File: src/sv/tmed_pkg.sv
// Shared types and compare helpers for the temporal median-of-nine filter.
// No dependencies; every other file in this block imports this package.
package tmed_pkg;

  localparam int unsigned SAMPLE_W     = 8;
  localparam int unsigned SAMPLE_COUNT = 9;
  localparam int unsigned MEDIAN_RANK  = 4;

  typedef logic [SAMPLE_W-1:0] sample_t;

  function automatic sample_t min2(input sample_t a, input sample_t b);
    return (a < b) ? a : b;
  endfunction

  function automatic sample_t max2(input sample_t a, input sample_t b);
    return (a < b) ? b : a;
  endfunction

  function automatic sample_t min3(input sample_t a, input sample_t b, input sample_t c);
    return min2(min2(a, b), c);
  endfunction

  function automatic sample_t max3(input sample_t a, input sample_t b, input sample_t c);
    return max2(max2(a, b), c);
  endfunction

  // Middle of three: the larger of the pair minimum and the smaller of the rest.
  function automatic sample_t med3(input sample_t a, input sample_t b, input sample_t c);
    return max2(min2(a, b), min2(max2(a, b), c));
  endfunction

endpackage

File: src/sv/tmed_sort3.sv
// Registered three-input sorter used for the row-sort stage.
// Depends on tmed_pkg for the sample type and compare helpers.
module tmed_sort3 (
  input  logic             clk,
  input  tmed_pkg::sample_t a,
  input  tmed_pkg::sample_t b,
  input  tmed_pkg::sample_t c,
  output tmed_pkg::sample_t lo,
  output tmed_pkg::sample_t mid,
  output tmed_pkg::sample_t hi
);
  import tmed_pkg::*;

  sample_t lo_r, mid_r, hi_r;
  sample_t lo_nxt, mid_nxt, hi_nxt;

  always_comb begin
    lo_nxt  = min3(a, b, c);
    mid_nxt = med3(a, b, c);
    hi_nxt  = max3(a, b, c);
  end

  // Payload only; validity travels beside it in the parent.
  always_ff @(posedge clk) begin
    lo_r  <= lo_nxt;
    mid_r <= mid_nxt;
    hi_r  <= hi_nxt;
  end

  assign lo  = lo_r;
  assign mid = mid_r;
  assign hi  = hi_r;

endmodule

File: src/sv/temporal_median_of_nine.sv
// Top level of the temporal median-of-nine filter: handshake, valid pipeline
// and the three compare stages. Depends on tmed_pkg and tmed_sort3.
//
// The block takes one request of nine 8-bit channel samples (the same pixel
// in nine frames) and returns their median, the fifth smallest value. busy is
// held low, so a request is accepted in every cycle that start is high. The
// median is shown on out_median_value with out_valid high for exactly one
// cycle, once the request has passed the three register stages of the
// median network. Throughput is one median per clock. The stages are a sort
// of each group of three samples, then the maximum of the minimums, the
// median of the middles and the minimum of the maximums, then the median of
// those three. Results are never held back, since the receiver takes each one
// in the cycle it is shown, and requests in flight are unaffected by new ones
// arriving behind them.
module temporal_median_of_nine (
  input  logic              clk,
  input  logic              rst_n,
  input  logic              start,
  output logic              busy,
  input  tmed_pkg::sample_t in_sample_0,
  input  tmed_pkg::sample_t in_sample_1,
  input  tmed_pkg::sample_t in_sample_2,
  input  tmed_pkg::sample_t in_sample_3,
  input  tmed_pkg::sample_t in_sample_4,
  input  tmed_pkg::sample_t in_sample_5,
  input  tmed_pkg::sample_t in_sample_6,
  input  tmed_pkg::sample_t in_sample_7,
  input  tmed_pkg::sample_t in_sample_8,
  output logic              out_valid,
  output tmed_pkg::sample_t out_median_value
);
  import tmed_pkg::*;

  // The pipeline never stalls, so a request can always be taken.
  logic accept;
  assign busy   = 1'b0;
  assign accept = start && !busy;

  // Valid bits, one per stage, moving in step with the data.
  logic v1_r, v2_r, v3_r;
  logic v1_nxt, v2_nxt, v3_nxt;

  always_comb begin
    v1_nxt = accept;
    v2_nxt = v1_r;
    v3_nxt = v2_r;
  end

  always_ff @(posedge clk) begin
    if (!rst_n) begin
      v1_r <= 1'b0;
      v2_r <= 1'b0;
      v3_r <= 1'b0;
    end else begin
      v1_r <= v1_nxt;
      v2_r <= v2_nxt;
      v3_r <= v3_nxt;
    end
  end

  // Stage 1: sort each row of three samples.
  sample_t lo0, mid0, hi0;
  sample_t lo1, mid1, hi1;
  sample_t lo2, mid2, hi2;

  tmed_sort3 u_row0 (
    .clk (clk), .a (in_sample_0), .b (in_sample_1), .c (in_sample_2),
    .lo  (lo0), .mid (mid0), .hi (hi0)
  );
  tmed_sort3 u_row1 (
    .clk (clk), .a (in_sample_3), .b (in_sample_4), .c (in_sample_5),
    .lo  (lo1), .mid (mid1), .hi (hi1)
  );
  tmed_sort3 u_row2 (
    .clk (clk), .a (in_sample_6), .b (in_sample_7), .c (in_sample_8),
    .lo  (lo2), .mid (mid2), .hi (hi2)
  );

  // Stage 2: across the rows, the largest minimum, the middle median and the
  // smallest maximum. The overall median is the median of these three.
  sample_t low_r, center_r, high_r;
  sample_t low_nxt, center_nxt, high_nxt;

  always_comb begin
    low_nxt    = max3(lo0, lo1, lo2);
    center_nxt = med3(mid0, mid1, mid2);
    high_nxt   = min3(hi0, hi1, hi2);
  end

  always_ff @(posedge clk) begin
    low_r    <= low_nxt;
    center_r <= center_nxt;
    high_r   <= high_nxt;
  end

  // Stage 3: final median of three, registered straight onto the output.
  sample_t median_r;
  sample_t median_nxt;

  always_comb begin
    median_nxt = med3(low_r, center_r, high_r);
  end

  always_ff @(posedge clk) begin
    median_r <= median_nxt;
  end

  assign out_valid        = v3_r;
  assign out_median_value = median_r;

endmodule

File: config.mk
export PLATFORM = sky130hd
export DESIGN_NAME = temporal_median_of_nine
export DESIGN_NICKNAME = d
export VERILOG_FILES = /design/src/sv/tmed_pkg.sv /design/src/sv/tmed_sort3.sv /design/src/sv/temporal_median_of_nine.sv
export SDC_FILE = /design/constraint.sdc
export NUM_CORES = 1
export LEC_CHECK = 0
export ABC_AREA = 1
export BUFFER_PORTS_ARGS = -buffer_cell sky130_fd_sc_hd__buf_2
export CORE_MARGIN = 2
export CORE_UTILIZATION = 61
export CTS_BUF_LIST = sky130_fd_sc_hd__clkbuf_4
export DETAILED_ROUTE_END_ITERATION = 8
export PLACE_DENSITY = 0.84
export REMOVE_ABC_BUFFERS = 1
export SLEW_MARGIN = 15
export SYNTH_ARGS = -nofsm -noshare
export SYNTH_HDL_FRONTEND = slang
export SYNTH_SLANG_ARGS = --single-unit
File: constraint.sdc
create_clock -name clk -period 10.5 [get_ports clk]
set_input_delay 0.525 -clock clk [delete_from_list [all_inputs] [get_ports clk]]
set_output_delay 0.525 -clock clk [all_outputs]
set_load 0.05 [all_outputs]
==> results.json <==
{
  "grt_max_degree": 32,
  "syn_inst": 1341,
  "drv_cap": 0,
  "grt_pass1_vias": 7681,
  "synth_top_area_share_pct": 24.1,
  "die_x_um": 125,
  "final_layout_size_suffix_gt1_share_pct": 9.82,
  "fin_util_pct": 66.0,
  "synth_top_cell_by_area": "dfxtp_1",
  "reg2reg_to": "out_median_value[6]",
  "startpoint_type": "input pin",
  "hold_path.class": "input pin to register",
  "synth_cell_types": 23,
  "regToRegStartpoint": "center_r[5]",
  "ys_seq_area_share_pct": 24.1,
  "status": "finished, final reports clean",
  "cp_cell_sequence": "buf_2, ha_1, a21oi_1, o21a_1, nand2_2, o21ai_0, ha_1, a21oi_1, nor2_1, a211oi_1, nand2_1, inv_1, nand2_1, o21ai_0, inv_1, ha_1, a21oi_1, nor2_1, a211oi_2, nand2_4, nand2_1, nand2_1",
  "finalSetupTns_ns": 0,
  "cts_tree": "done",
  "fin_crit_sh_pct": 44.0,
  "worst_pin_slew_ns": 0.733,
  "ant_nets": 0,
  "min-delay-start": "start",
  "arrival_ns": 5.01,
  "dpl.hpwl_um": 16300,
  "finalWeightedCongestion": 0.883,
  "syn_area_per_cell_um2": 6.62,
  "grt_antenna_before_repair": 1,
  "critPathKind": "input pin to register",
  "clockBufferDepth": 2,
  "yosys_warnings": 0,
  "vias": 8275,
  "final.fill_count": 1293,
  "drc_errors": 0,
  "ctsResizeCount": 0,
  "finalSetupViolations": 0,
  "worstSetupEndpointType": "register",
  "h-tree-depth": 3,
  "slowest_stage": "a211oi_2",
  "std_cell_rows": 44,
  "vias_per_cell": 5.20,
  "die_area_mm2": 0.0155,
  "die_y_um": 125,
  "post_cts_buffers": 0,
  "postLayoutCellArea_mm2": 0.00948,
  "dr.pass1.iters": 7,
  "hold_viol": 0,
  "post-route-min-period_ns": 4.62,
  "rsz0062_at_grt": "false",
  "crit_top_cell": "nand2_1",
  "wire_per_inst_um": 12.1,
  "slew_violations": 0,
  "crit_required_ns": 10.89,
  "clkTransAtPathRegs_ns": 0.16,
  "syn_to_final_growth_pct": 6.82,
  "syn_area_mm2": 0.00888,
  "rrSetupSlack_ns": 5.97,
  "fmax_mhz": 217,
  "finClkSkew_ns": 0.0146,
  "cts_sinks": 107,
  "wirelength_um": 19300,
  "ys_seq_elements": 107,
  "grt_use_total_pct": 25.4,
  "critPathLaunch": "in_sample_0[5]",
  "slew_headroom_pct": 51.0,
  "start_util_pct": 61.8,
  "grt_pass1_wl_um": 33000,
  "clk_latency_ns": 0.49,
  "gr-total-overflow": 0,
  "io_buffers": 83,
  "cp_max_fo": 31,
  "r2r_cells": 22,
  "synth.area.top_cells": "dfxtp_1 (24%), ha_1 (22%), nand2_1 (16%), inv_1 (8.9%), o21ai_0 (7.6%)",
  "place_area_mm2": 0.00933,
  "drt-initial-drc-count": 390,
  "crit_path_end": "u_row0.mid[0]",
  "coreArea_mm2": 0.0144,
  "root_buffer": "clkbuf_4",
  "num-nets-final": 1630,
  "ios": 85,
  "timing.hold.ws_ns": 0.202,
  "hold_buffers": 0,
  "slowest_delay_ns": 0.51,
  "cts_inserted_buffers": 9
}
-- registers in the layout, summed over array words and instances, names as in the netlist --
register and cells:
u_row0.mid 8, u_row2.mid 8, v2_r 1, center_r 8, out_median_value 8, out_valid 1, u_row0.hi 8, u_row0.lo 8
u_row2.hi 8, u_row1.lo 8, v1_r 1, high_r 8, low_r 8, u_row1.mid 8, u_row2.lo 8, u_row1.hi 8
-- how the worst min path moves through the flow --
| stage | cells after the start | end |
|---|---|---|
| after detailed placement | 2 | out_valid |
| after CTS | 3 | v1_r |
| after global placement | 2 | out_valid |
| after floorplan | 2 | out_valid |
| final | 3 | v1_r |
| after global routing | 3 | v1_r |
-- Yosys cell counts, drive strengths merged --
cell,n
and2,7
nand4,6
a211oi,15
a21oi,101
o21ai,146
o211ai,6
inv,210
nor2,82
ha,154
conb,1
o21a,6
buf,29
nand2,404
nand3,62
clkbuf,5
dfxtp,107
-- worst max-delay path, delay by kind of cell --
kind            cells  cell delay, ns
compound gates      8            1.94
buf+inv             3            0.38
fa+ha+maj           3            0.91
simple gates        8            1.27
-- cells in the final DEF, fill, tap and decap left out, drive strengths merged --
master	count
nor2	82
o211ai	6
clkbuf	9
o21ai	146
bufinv	1
a21oi	101
conb	1
nand3	62
and2	7
a211oi	15
ha	154
inv	213
nand2	404
o21a	6
dfxtp	107
diode	1
nand4	6
buf	83
clkinv	3
-- cells by family (layout without fill, tap and decap cells) --
family | Yosys count | count (layout) | synth area share, %
buffers and inverters | 244 | 309 | 11.1
other | 1 | 2 | 0.0422
adder cells (fa/ha/maj) | 154 | 154 | 21.7
flip-flops | 107 | 107 | 24.1
AND/OR/NAND/NOR | 561 | 561 | 26.4
AO/OA/AOI/OAI | 274 | 274 | 16.7
-- layout make-up --
cell class,instances,area (um^2),area share [%]
diodes,1,2.50,0.0264
inverters,210,788,8.31
clock buffers,9,67.6,0.712
clock inverters,7,83.8,0.884
repair buffers,83,415,4.38
well taps,184,230,2.43
flip-flops and latches,107,2140,22.6
multi-input cells,990,5750,60.7
-- routing by layer --
metal / global-route usage (%) / up-vias / part of all wire, %
li1: - / 4458 / -
met1: 30.0 / 3564 / 45
met2: 45.7 / 201 / 47
met3: 3.18 / 52 / 4.2
met4: 11.4 / 0 / 3.9
met5: 0 / - / 0
-- through the flow --
step | setup slack, ns | instances
after floorplan | 6.13 | 1307
after global placement | 5.57 | 1574
after detailed placement | 5.43 | 1574
after CTS | 5.94 | 1590
after global routing | 5.21 | 1591
final | 5.88 | 1591
Power is not shown: default switching activity piles up to over one toggle a cycle in this logic, so the estimate is an artifact.
